[config.mk]
export PLATFORM = sky130hd
export DESIGN_NAME = lua_comment_blanker
export DESIGN_NICKNAME = d
export VERILOG_FILES = /design/src/rtl/core/lcb_pkg.sv /design/src/rtl/core/lua_comment_blanker.sv
export SDC_FILE = /design/constraint.sdc
export NUM_CORES = 1
export LEC_CHECK = 0
export BUFFER_PORTS_ARGS = -buffer_cell sky130_fd_sc_hd__buf_2
export CAP_MARGIN = 40
export CORE_MARGIN = 2
export CORE_UTILIZATION = 55
export DETAILED_ROUTE_END_ITERATION = 16
export PLACE_DENSITY_LB_ADDON = 0.2
export SYNTH_ARGS = -nofsm -noshare
export SYNTH_HDL_FRONTEND = slang
export SYNTH_SLANG_ARGS = --single-unit
export TNS_END_PERCENT = 5
[constraint.sdc]
create_clock -name i_clk -period 4.8 [get_ports i_clk]
set_input_delay 0.72 -clock i_clk [delete_from_list [all_inputs] [get_ports i_clk]]
set_output_delay 0.72 -clock i_clk [all_outputs]
set_load 0.05 [all_outputs]
[src/rtl/core/lcb_pkg.sv]
// Package for the Lua comment blanker: character codes, scanner modes and
// the result word type. No dependencies.
package lcb_pkg;

    localparam int UNIT_W        = 16;
    localparam int UNIT_BITS_DEF = 16;
    localparam int FIFO_DEPTH    = 4;
    localparam int FIFO_AW       = $clog2(FIFO_DEPTH);
    localparam int FIFO_CW       = $clog2(FIFO_DEPTH + 1);

    localparam logic [UNIT_W-1:0] CH_DASH   = 16'h002D;
    localparam logic [UNIT_W-1:0] CH_OPEN   = 16'h005B;
    localparam logic [UNIT_W-1:0] CH_CLOSE  = 16'h005D;
    localparam logic [UNIT_W-1:0] CH_NL     = 16'h000A;
    localparam logic [UNIT_W-1:0] CH_SPACE  = 16'h0020;
    localparam logic [UNIT_W-1:0] CH_BSLASH = 16'h005C;
    localparam logic [UNIT_W-1:0] CH_DQUOTE = 16'h0022;
    localparam logic [UNIT_W-1:0] CH_SQUOTE = 16'h0027;

    typedef enum logic [8:0] {
        S_NORMAL     = 9'b000000001,
        S_DASH       = 9'b000000010,
        S_LINE_START = 9'b000000100,
        S_LINE_BR    = 9'b000001000,
        S_LINE       = 9'b000010000,
        S_LONG       = 9'b000100000,
        S_LONG_BR    = 9'b001000000,
        S_STR        = 9'b010000000,
        S_STR_ESC    = 9'b100000000
    } t_mode;

    typedef struct packed {
        logic [UNIT_W-1:0] unit;
        logic              run_last;
        logic              text_end;
    } t_result;

endpackage

[src/rtl/core/lua_comment_blanker.sv]
// Lua comment blanker top level: input register, scanner state machine and
// result queue. Depends on lcb_pkg.
//
// Usage: Lua source enters on the input channel one UTF-16 code unit per word
// (i_in_unit, with i_in_last on the final unit of a text). The output channel
// returns the text with every comment unit replaced by a space; newlines in
// long comments are kept. Quoted strings pass untouched.
// Each input word causes zero, one or two output words. A '-' in plain text
// that does not end the text is held until the next unit shows whether it
// opens a comment, so it causes no word; the unit after it then causes two.
// o_run_last marks the last word caused by an input word and o_text_end the
// final word of a text. An accepted input word waits in the input register
// and its results enter the result queue. Throughput: one input word per
// cycle while o_stall is low. The limit is the output channel, which moves
// one word per cycle, so an input word that causes two results needs two
// output transfers; a four-entry result queue absorbs these bursts and the
// scanner proceeds only while the queue has room for two words.
// Reset (synchronous, active low) empties the input register and the queue
// and returns the scanner to plain text. When the receiver stalls, the queue
// fills, the scanner holds its word and o_stall rises toward the sender.
// Unit bits at or above UNIT_BITS are cleared on entry.
module lua_comment_blanker
    import lcb_pkg::*;
#(
    parameter int UNIT_BITS = UNIT_BITS_DEF
) (
    input  logic              i_clk,
    input  logic              i_rst_n,
    input  logic              i_valid,
    output logic              o_stall,
    input  logic [UNIT_W-1:0] i_in_unit,
    input  logic              i_in_last,
    output logic              o_valid,
    input  logic              i_stall,
    output logic [UNIT_W-1:0] o_out_unit,
    output logic              o_run_last,
    output logic              o_text_end
);

    // Input register.
    logic              r_in_valid;
    logic [UNIT_W-1:0] r_in_unit;
    logic              r_in_last;

    // Scanner state.
    t_mode r_mode, n_mode;
    logic  r_quote, n_quote;

    // Result queue.
    t_result              r_fifo [FIFO_DEPTH];
    logic [FIFO_AW-1:0]   r_wr_ptr;
    logic [FIFO_AW-1:0]   r_rd_ptr;
    logic [FIFO_CW-1:0]   r_count;

    logic [UNIT_W-1:0] unit_mask;
    logic              in_accept;
    logic              proc_fire;
    logic              pop;
    logic [1:0]        push_cnt;
    logic [UNIT_W-1:0] res_a;
    logic [UNIT_W-1:0] res_b;
    logic [UNIT_W-1:0] quote_ch;
    logic              nrm_emit;
    t_mode             nrm_mode;
    logic              nrm_quote;
    logic              nrm_is_quote;
    t_result           wr_a;
    t_result           wr_b;

    // Mask of the code unit bits that take part in the scan.
    always_comb begin
        for (int b = 0; b < UNIT_W; b++) begin
            unit_mask[b] = (b < UNIT_BITS);
        end
    end

    // The scanner takes a word only when the queue can hold two more results.
    assign proc_fire = r_in_valid && (r_count <= FIFO_CW'(FIFO_DEPTH - 2));
    assign o_stall   = r_in_valid && !proc_fire;
    assign in_accept = i_valid && !o_stall;
    assign pop       = o_valid && !i_stall;

    always_ff @(posedge i_clk) begin
        if (!i_rst_n) begin
            r_in_valid <= 1'b0;
        end else if (in_accept) begin
            r_in_valid <= 1'b1;
        end else if (proc_fire) begin
            r_in_valid <= 1'b0;
        end
        if (in_accept) begin
            r_in_unit <= i_in_unit & unit_mask;
            r_in_last <= i_in_last;
        end
    end

    assign quote_ch = r_quote ? CH_SQUOTE : CH_DQUOTE;

    // How a unit in plain text is handled. A quote opens a string; a dash is
    // held, unless it closes the text, in which case it goes out at once.
    always_comb begin
        nrm_is_quote = (r_in_unit == CH_DQUOTE) || (r_in_unit == CH_SQUOTE);
        nrm_emit     = 1'b1;
        nrm_mode     = S_NORMAL;
        nrm_quote    = r_quote;
        if (nrm_is_quote) begin
            nrm_mode  = S_STR;
            nrm_quote = (r_in_unit == CH_SQUOTE);
        end else if (r_in_unit == CH_DASH) begin
            nrm_emit = r_in_last;
            nrm_mode = r_in_last ? S_NORMAL : S_DASH;
        end
    end

    always_comb begin
        n_mode   = r_mode;
        n_quote  = r_quote;
        push_cnt = 2'd1;
        res_a    = r_in_unit;
        res_b    = r_in_unit;
        unique case (r_mode)
            S_DASH: begin
                if (r_in_unit == CH_DASH) begin
                    res_a    = CH_SPACE;
                    res_b    = CH_SPACE;
                    push_cnt = 2'd2;
                    n_mode   = S_LINE_START;
                end else begin
                    // The held dash goes out first, then the unit as plain text.
                    res_a    = CH_DASH;
                    push_cnt = nrm_emit ? 2'd2 : 2'd1;
                    n_mode   = nrm_mode;
                    n_quote  = nrm_quote;
                end
            end
            S_LINE_START, S_LINE_BR: begin
                if (r_in_unit == CH_NL) begin
                    n_mode = S_NORMAL;
                end else if (r_in_unit == CH_OPEN) begin
                    res_a  = CH_SPACE;
                    n_mode = (r_mode == S_LINE_START) ? S_LINE_BR : S_LONG;
                end else begin
                    res_a  = CH_SPACE;
                    n_mode = S_LINE;
                end
            end
            S_LINE: begin
                if (r_in_unit == CH_NL) begin
                    n_mode = S_NORMAL;
                end else begin
                    res_a = CH_SPACE;
                end
            end
            S_LONG: begin
                if (r_in_unit != CH_NL) begin
                    res_a = CH_SPACE;
                    if (r_in_unit == CH_CLOSE) begin
                        n_mode = S_LONG_BR;
                    end
                end
            end
            S_LONG_BR: begin
                if (r_in_unit == CH_NL) begin
                    n_mode = S_LONG;
                end else begin
                    res_a  = CH_SPACE;
                    n_mode = (r_in_unit == CH_CLOSE) ? S_NORMAL : S_LONG;
                end
            end
            S_STR: begin
                if (r_in_unit == CH_BSLASH) begin
                    n_mode = S_STR_ESC;
                end else if (r_in_unit == quote_ch) begin
                    n_mode = S_NORMAL;
                end
            end
            S_STR_ESC: begin
                n_mode = S_STR;
            end
            default: begin
                push_cnt = nrm_emit ? 2'd1 : 2'd0;
                n_mode   = nrm_mode;
                n_quote  = nrm_quote;
            end
        endcase
        // The end of a text leaves the scanner ready for a new one.
        if (r_in_last) begin
            n_mode  = S_NORMAL;
            n_quote = 1'b0;
        end
    end

    always_comb begin
        wr_a.unit     = res_a;
        wr_a.run_last = (push_cnt == 2'd1);
        wr_a.text_end = (push_cnt == 2'd1) && r_in_last;
        wr_b.unit     = res_b;
        wr_b.run_last = 1'b1;
        wr_b.text_end = r_in_last;
    end

    always_ff @(posedge i_clk) begin
        if (!i_rst_n) begin
            r_mode  <= S_NORMAL;
            r_quote <= 1'b0;
        end else if (proc_fire) begin
            r_mode  <= n_mode;
            r_quote <= n_quote;
        end
    end

    always_ff @(posedge i_clk) begin
        if (proc_fire && (push_cnt != 2'd0)) begin
            r_fifo[r_wr_ptr] <= wr_a;
        end
        if (proc_fire && (push_cnt == 2'd2)) begin
            r_fifo[r_wr_ptr + FIFO_AW'(1)] <= wr_b;
        end
    end

    always_ff @(posedge i_clk) begin
        if (!i_rst_n) begin
            r_wr_ptr <= '0;
            r_rd_ptr <= '0;
            r_count  <= '0;
        end else begin
            if (proc_fire) begin
                r_wr_ptr <= r_wr_ptr + FIFO_AW'(push_cnt);
            end
            if (pop) begin
                r_rd_ptr <= r_rd_ptr + FIFO_AW'(1);
            end
            r_count <= r_count + (proc_fire ? FIFO_CW'(push_cnt) : '0)
                       - FIFO_CW'(pop);
        end
    end

    assign o_valid    = (r_count != '0);
    assign o_out_unit = r_fifo[r_rd_ptr].unit;
    assign o_run_last = r_fifo[r_rd_ptr].run_last;
    assign o_text_end = r_fifo[r_rd_ptr].text_end;

    a_count_bound: assert property (@(posedge i_clk) disable iff (!i_rst_n)
        r_count <= FIFO_CW'(FIFO_DEPTH))
        else $error("result queue over its depth");

    a_push_shows: assert property (@(posedge i_clk) disable iff (!i_rst_n)
        proc_fire && (push_cnt != 2'd0) |=> o_valid)
        else $error("pushed result not presented");

    a_text_reset: assert property (@(posedge i_clk) disable iff (!i_rst_n)
        proc_fire && r_in_last |=> (r_mode == S_NORMAL) && !r_quote)
        else $error("scanner not back in plain text after end of text");

    a_end_is_last: assert property (@(posedge i_clk) disable iff (!i_rst_n)
        o_valid && o_text_end |-> o_run_last)
        else $error("text end on a word that is not the last of its run");

endmodule
==> summary.txt, run 1 <==
Routing
  • Vias per inst: 6.04
  • Met2 Wirelength: 5380 um
  • Iteration-0 DRC Markers: 299
  • Vias: 3,655
  • # DRC: 0
  • Met1 WL: 4910 um
  • Max layer used: met4
  • Router iterations before antenna repair: 5
  • DR WL met3: 822 um
  • WL per Instance: 19.0 um
  • Final WL: 11,500 um
  • Post-DRT Antenna Nets: 0

Worst setup path
  • Crit path launch type: flip-flop
  • Critical Path AT: 3.75 ns
  • Crit-path max FO: 7
  • Crit end category: flip-flop
  • Critical path class: reg2reg
  • WP data required: 5.09 ns
  • Critical path's slowest cell: nor4_2
  • Slowest cell delay on critical path: 0.54 ns
  • CP cell instances: nor4_2, nand4_2, nor4_4, a21oi_1, nand2_1, ha_1, inv_1, ha_1, inv_1, fa_1, xor2_1, xnor2_1, and2_1

Global routing
  • Largest net degree at the start of global routing: 25
  • First-pass GRT wire length: 18,500 um
  • Total track usage: 0.236
  • Vias in the first global route: 3,646
  • Overflow after GRT: 0
  • Initial antenna violation count: 0

CTS
  • Hold buffer count at cts: 0
  • Clock root buffer: clkbuf_8
  • Clk Latency, worst-skew pair: 0.38 ns
  • Setup bufs post-CTS: 0
  • CTS tree: done
  • PostCTS Resize Cnt: 0
  • H-tree depth: 3
  • Total CTS buffers: 9
  • Clock-pin transition on the worst setup and hold timing paths: 0.12 ns
  • Max Root-Sink Buffers: 2
  • CTS sink count: 109

Synth
  • Main synth FF type: edfxtp_1
  • Ys async rst share: 0
  • Post-synthesis sequential area ratio: 0.564
  • Post-synth EDFFs: 85
  • Yosys reg bits: 109
  • Mapped Area: 5380 um2
  • Post-synth net total: 463
  • Average size of a mapped cell: 12.3 um2
  • Synth Instances: 437
  • Synth Warn #: 0
  • Synth unique cells: 64

Floorplanning
  • Initial Util: 0.558
  • Core Footprint: 9640 um2
  • # IOs: 41
  • Die W: 103 um
  • Num rows: 36
  • Die area: 10,600 um2
  • Die Ht: 103 um

STA
  • Min cycle time layout: 3.46 ns
  • Clock Skew: 0.0136 ns
  • Final setup viols: 0
  • Rel. slew slack: 0.435
  • RSZ-0062 raised after global routing: no
  • Final Cycle Share: 0.722
  • TNS Setup: 0 ns
  • Max-slew violations: 0
  • Worst slew pin tran: 0.848 ns
  • Fmax: 0.289 GHz
  • Worst setup margin: 1.34 ns
  • Fin. Hold Viols: 0

Finish
  • Non-Filler Instances: 605
  • Area Growth Syn to Fin: 9.26%
  • Fin nets: 493
  • N_diodes: 0
  • Share of cells above drive strength 1: 0.203
  • Register area: 3030 um2
  • Multi-input gate area: 2180 um2
  • Filler instances: 792

Pwr
  • P_leak: 2.13 nW
  • Peak VDD IR: 0.000306 V
  • Pwr Density: 415 nW/um2

Placement
  • Post-place setup slack: 1.37 ns
  • IO buf count: 40
  • Post-Place Cells: 589
  • Gpl congestion: 0.920
  • Final HPWL DP: 7940 um

Job
  • Max Cap Viol: 0

Outcome
  • Outcome: finished, final reports clean

Hold path
  • Hold crit path type: reg2reg
-- area by class of cell --
type	instances	share of cell area
clock buffers	10	0.0217
clock inverters	6	0.0111
inverters	9	0.00575
multi-input cells	290	0.371
flip-flops and latches	109	0.516
well taps	133	0.0283
repair buffers	48	0.0462
-- Yosys cell counts (5+ instances only) --
library cell / instances / area, um2
a21oi_1: 10 / 50.1
and2_1: 20 / 125
and3_1: 26 / 163
buf_2: 7 / 35.0
clkbuf_1: 19 / 71.3
dfxtp_1: 24 / 480
edfxtp_1: 85 / 2550
inv_1: 9 / 33.8
mux2i_1: 5 / 50.1
mux4_2: 18 / 405
nand2_1: 32 / 120
nand3_1: 15 / 75.1
nand4_1: 6 / 37.5
nor2_1: 21 / 78.8
nor2b_1: 19 / 119
nor3_1: 9 / 45.0
o21a_1: 6 / 45.0
o21ai_0: 20 / 100
-- flip-flops by register name, summed over array words and instances, names as in the netlist, named ones only --
| name | count |
|---|---|
| r_mode | 9 |
| r_quote | 1 |
| r_in_unit | 16 |
| r_in_last | 1 |
| r_rd_ptr | 2 |
| r_fifo | 72 |
| r_count | 3 |
| r_in_valid | 1 |
| r_wr_ptr | 2 |
-- where the power goes --
group          switching, mW  internal [mW]
logic                  0.488          0.253
registers             0.0588           1.09
clock network          0.341          0.205
total                  0.889           1.55
-- critical path, delay by kind of cell, from the launching register on --
family	cells	cell delay (ns)
simple gates	5	1.52
compound gates	1	0.25
flops	1	0.47
xor+xnor	2	0.28
buf+inv	2	0.10
fa+ha+maj	3	0.74
-- routing by layer --
metal,track usage,vias to the layer above
met2,0.367,141
met5,0,-
met1,0.320,1766
li1,-,1715
met3,0.0508,33
met4,0.110,0
-- cell families (layout without fill, tap and decap cells) --
logic type / count (synthesis) / after routing / synth area share
simple gates: 187 / 187 / 0.210
flops: 109 / 109 / 0.564
compound gates: 68 / 68 / 0.0859
buf+inv: 38 / 73 / 0.0309
mux: 23 / 23 / 0.0847
xor+xnor: 7 / 7 / 0.0114
fa+ha+maj: 5 / 5 / 0.0130
-- through the flow --
step                instance area (um2)  power [mW]  utilization  hold WS (ns)
global route                       5880        2.55        0.610         0.483
floorplan                          5380        1.75            -         0.445
finish                             5880        2.44        0.610         0.490
CTS                                5880        2.45        0.610         0.489
detailed placement                 5680        1.92        0.590         0.474
global placement                   5660        1.90        0.587         0.459
-- placed cells by master (no fill, tap or decap), types with 3 or more instances in the layout --
cell type and instances:
edfxtp_1 85, buf_2 40, nand2_1 32, and3_1 26, dfxtp_1 24, nor2_1 21
and2_1 20, o21ai_0 20, nor2b_1 19, mux4_2 18, nand3_1 15, a21oi_1 10
nor3_1 9, inv_1 9, clkbuf_8 9, nand4_1 6, o21a_1 6, buf_4 6
mux2i_1 5, or4_1 4, xnor2_1 4, nand2b_1 4, a31oi_1 4, a21o_1 4
ha_1 4, or3_1 3, nor4_2 3, xor2_1 3, nand4b_1 3, a21boi_0 3
-- worst paths after layout --
| kind | from | end | slack [ns] | depth (start not counted) |
|---|---|---|---|---|
| min | r_quote | r_quote | 0.49 | 2 |
| max reg2reg | r_in_unit[13] | r_count[2] | 1.34 | 13 |
| max | r_in_unit[13] | r_count[2] | 1.34 | 13 |
| min reg2reg | r_quote | r_quote | 0.49 | 2 |
(Power assumes the default switching activity.)
==> run 2, diff against run 1 <==
--- a/config.mk
+++ b/config.mk
@@ -5,6 +5,7 @@
 export SDC_FILE = /design/constraint.sdc
 export NUM_CORES = 1
 export LEC_CHECK = 0
+export ABC_AREA = 1
 export BUFFER_PORTS_ARGS = -buffer_cell sky130_fd_sc_hd__buf_2
 export CAP_MARGIN = 40
 export CORE_MARGIN = 2
==> constraint.sdc (replaced) <==
create_clock -name i_clk -period 3.6 [get_ports i_clk]
set_input_delay 0.54 -clock i_clk [delete_from_list [all_inputs] [get_ports i_clk]]
set_output_delay 0.54 -clock i_clk [all_outputs]
set_load 0.05 [all_outputs]
==> summary.txt, run 2 <==
Job
  • Max Cap Viol: 0 (unchanged)

CTS
  • Clock-pin transition on the worst setup and hold timing paths: 0.10 ns (was 0.12 ns)
  • Clk Latency, worst-skew pair: 0.38 ns (about the same)
  • CTS sink count: 109 (unchanged)
  • Hold buffer count at cts: 0 (unchanged)
  • CTS tree: done (unchanged)
  • Setup bufs post-CTS: 0 (unchanged)
  • Total CTS buffers: 9 (unchanged)
  • H-tree depth: 3 (unchanged)
  • Max Root-Sink Buffers: 2 (unchanged)
  • PostCTS Resize Cnt: 0 (unchanged)
  • Clock root buffer: clkbuf_8 (unchanged)

Routing
  • Vias per inst: 5.56 (was 6.04)
  • Final WL: 13,400 um (was 11,500 um)
  • # DRC: 0 (unchanged)
  • Post-DRT Antenna Nets: 0 (unchanged)
  • Router iterations before antenna repair: 5 (unchanged)
  • WL per Instance: 15.7 um (was 19.0 um)
  • Vias: 4,743 (was 3,655)
  • Iteration-0 DRC Markers: 365 (was 299)

Synth
  • Synth Instances: 679 (was 437)
  • Post-synth EDFFs: 85 (unchanged)
  • Synth cell count leaders: nand2_1 (176), nor2_1 (102), edfxtp_1 (85) (was edfxtp_1 (85), nand2_1 (32), and3_1 (26))
  • Post-synth net total: 705 (was 463)
  • Main synth FF type: edfxtp_1 (unchanged)
  • Synth Warn #: 0 (unchanged)
  • Most common cell in the netlist: nand2_1 (was edfxtp_1)
  • Post-synthesis sequential area ratio: 0.529 (was 0.564)
  • Yosys reg bits: 109 (unchanged)
  • Ys async rst share: 0 (unchanged)
  • Top-area cell type share of the netlist area: 0.445 (was 0.475)
  • Average size of a mapped cell: 8.44 um2 (was 12.3 um2)
  • Synth area leader: edfxtp_1 (unchanged)
  • Synth unique cells: 30 (was 64)
  • Synth area leaders: edfxtp_1 (45%), nand2_1 (12%), dfxtp_1 (8.4%) (was edfxtp_1 (47%), dfxtp_1 (8.9%), mux4_2 (7.5%))
  • Mapped Area: 5730 um2 (was 5380 um2)

Global routing
  • Largest net degree at the start of global routing: 38 (was 25)
  • Vias in the first global route: 4,520 (was 3,646)
  • First-pass GRT wire length: 22,300 um (was 18,500 um)
  • Total track usage: 0.255 (was 0.236)
  • Overflow after GRT: 0 (unchanged)
  • Initial antenna violation count: 0 (unchanged)

Placement
  • Post-place setup slack: 0.691 ns (was 1.37 ns)
  • Final HPWL DP: 9250 um (was 7940 um)
  • Gpl congestion: 0.944 (was 0.920)
  • IO buf count: 40 (unchanged)

Worst setup path
  • WP buf/inv: 5 (was 2)
  • Crit-path max FO: 12 (was 7)
  • Largest delay share family, worst path: simple AND/OR/NAND/NOR gates (unchanged)
  • WP data required: 3.88 ns (was 5.09 ns)
  • Crit path launch type: flip-flop (unchanged)
  • Crit end category: flip-flop (unchanged)
  • CP cell instances: nor2_4, nand2_2, nor3_4, inv_2, nand3_1, inv_1, a21oi_1, nand2_1, ha_1, inv_1, ha_1, inv_1, fa_1, xor2_1, inv_1, nor2_1 (was nor4_2, nand4_2, nor4_4, a21oi_1, nand2_1, ha_1, inv_1, ha_1, inv_1, fa_1, xor2_1, xnor2_1, and2_1)
  • Crit path depth: 16 (was 13)
  • Critical Path AT: 3.17 ns (was 3.75 ns)
  • Critical path class: reg2reg (unchanged)
  • Slowest cell delay on critical path: 0.37 ns (was 0.54 ns)
  • Top cell by count, worst path: inv_1
  • Critical path's slowest cell: fa_1 (was nor4_2)
  • Reg2reg path depth: 16 (was 13)

Finish
  • Biggest register: r_fifo (unchanged)
  • Top Registers: r_fifo: 72 flops, r_in_unit: 16 flops, r_mode: 9 flops (unchanged)
  • N_diodes: 0 (unchanged)
  • Area Growth Syn to Fin: 8.56% (was 9.26%)
  • Fin nets: 738 (was 493)
  • Share of cells above drive strength 1: 0.128 (was 0.203)
  • Largest register FFs: 72 (unchanged)
  • Commonest non-fill, non-tap cell in the layout: nand2_1 (was edfxtp_1)
  • Most frequent cells in the layout: nand2_1 (176), nor2_1 (102), edfxtp_1 (85) (was edfxtp_1 (85), buf_2 (40), nand2_1 (32))

STA
  • Min cycle time layout: 2.89 ns (was 3.46 ns)
  • RSZ-0062 raised after global routing: no (unchanged)
  • Max-slew violations: 0 (unchanged)
  • Worst setup margin: 0.706 ns (was 1.34 ns)
  • Rel. slew slack: 0.658 (was 0.435)
  • Final setup viols: 0 (unchanged)
  • Clock Skew: 0.0132 ns (was 0.0136 ns)
  • Fmax: 0.346 GHz (was 0.289 GHz)
  • TNS Setup: 0 ns (unchanged)
  • Worst slew pin tran: 0.508 ns (was 0.848 ns)
  • Fin. Hold Viols: 0 (unchanged)
  • Final Cycle Share: 0.804 (was 0.722)
  • Minimum hold slack: 0.325 ns (was 0.490 ns)

Outcome
  • Outcome: finished, final reports clean (unchanged)

Floorplanning
  • Die Ht: 106 um (was 103 um)
  • Core Footprint: 10,200 um2 (was 9640 um2)
  • Die area: 11,300 um2 (was 10,600 um2)
  • Num rows: 37 (was 36)
  • # IOs: 41 (unchanged)
  • Die W: 106 um (was 103 um)
  • Initial Util: 0.560 (was 0.558)

Pwr
  • Pwr Density: 562 nW/um2 (was 415 nW/um2)
  • P_leak: 2.59 nW (was 2.13 nW)
  • Peak VDD IR: 0.000503 V (was 0.000306 V)

Hold path
  • WHS Path Cells: 1 (was 2)
  • Hold crit path type: in2reg (was reg2reg)
run 2: changes by cell type after synthesis, sizes merged, moves of 16 or more:
cell   previous run  this run
nor2             21       113
and2             20         0
inv               9        58
o22ai             2        18
o21ai            21       104
nor2b            19         0
mux4             18         0
and3             26         0
nand3            16        36
nand2            32       180
run 2: logic make-up after synthesis:
family	Yosys count	synth area share
flip-flops	109	0.529
buffers and inverters	87	0.0670
adder cells (fa/ha/maj)	5	0.0122
AND/OR/NAND/NOR	345	0.270
AO/OA/AOI/OAI	131	0.118
XOR/XNOR	2	0.00306
run 2: cell type report:
class                   instances  area [um2]
fillers                       912        4010
inverters                      60         225
clock inverters                 4        35.0
multi-input cells             483        2310
well taps                     136         170
clock buffers                  12         176
flip-flops and latches        109        3030
repair buffers                 49         268
run 2: metrics by stage:
step | util | cell area, um2 | std cells | power (mW)
detailed placement | 0.587 | 6010 | 837 | 2.75
CTS | 0.608 | 6220 | 853 | 3.51
global route | 0.608 | 6220 | 853 | 3.67
global placement | 0.587 | 6010 | 837 | 2.72
finish | 0.608 | 6220 | 853 | 3.49
floorplan | - | 5730 | 679 | 2.48
run 2: final timing paths:
kind,end,slack (ns),startpoint
min,r_in_unit[7],0.33,i_in_unit[7]
min reg2reg,r_fifo[1][1],0.47,r_fifo[1][1]
max reg2reg,r_count[2],0.71,r_mode[6]
max,r_count[2],0.71,r_mode[6]
run 2: layer usage:
metal	part of all wire	vias up	global-route usage
li1	-	2346	-
met1	0.44	2189	0.344
met2	0.47	183	0.418
met3	0.070	25	0.0417
met4	0.022	0	0.0940
met5	0	-	0
run 2: where the power goes:
group | switching, mW | internal, mW | leakage, nW
Clock | 0.429 | 0.340 | 0.110
Combinational | 0.857 | 0.291 | 1.41
Sequential | 0.0940 | 1.48 | 1.06
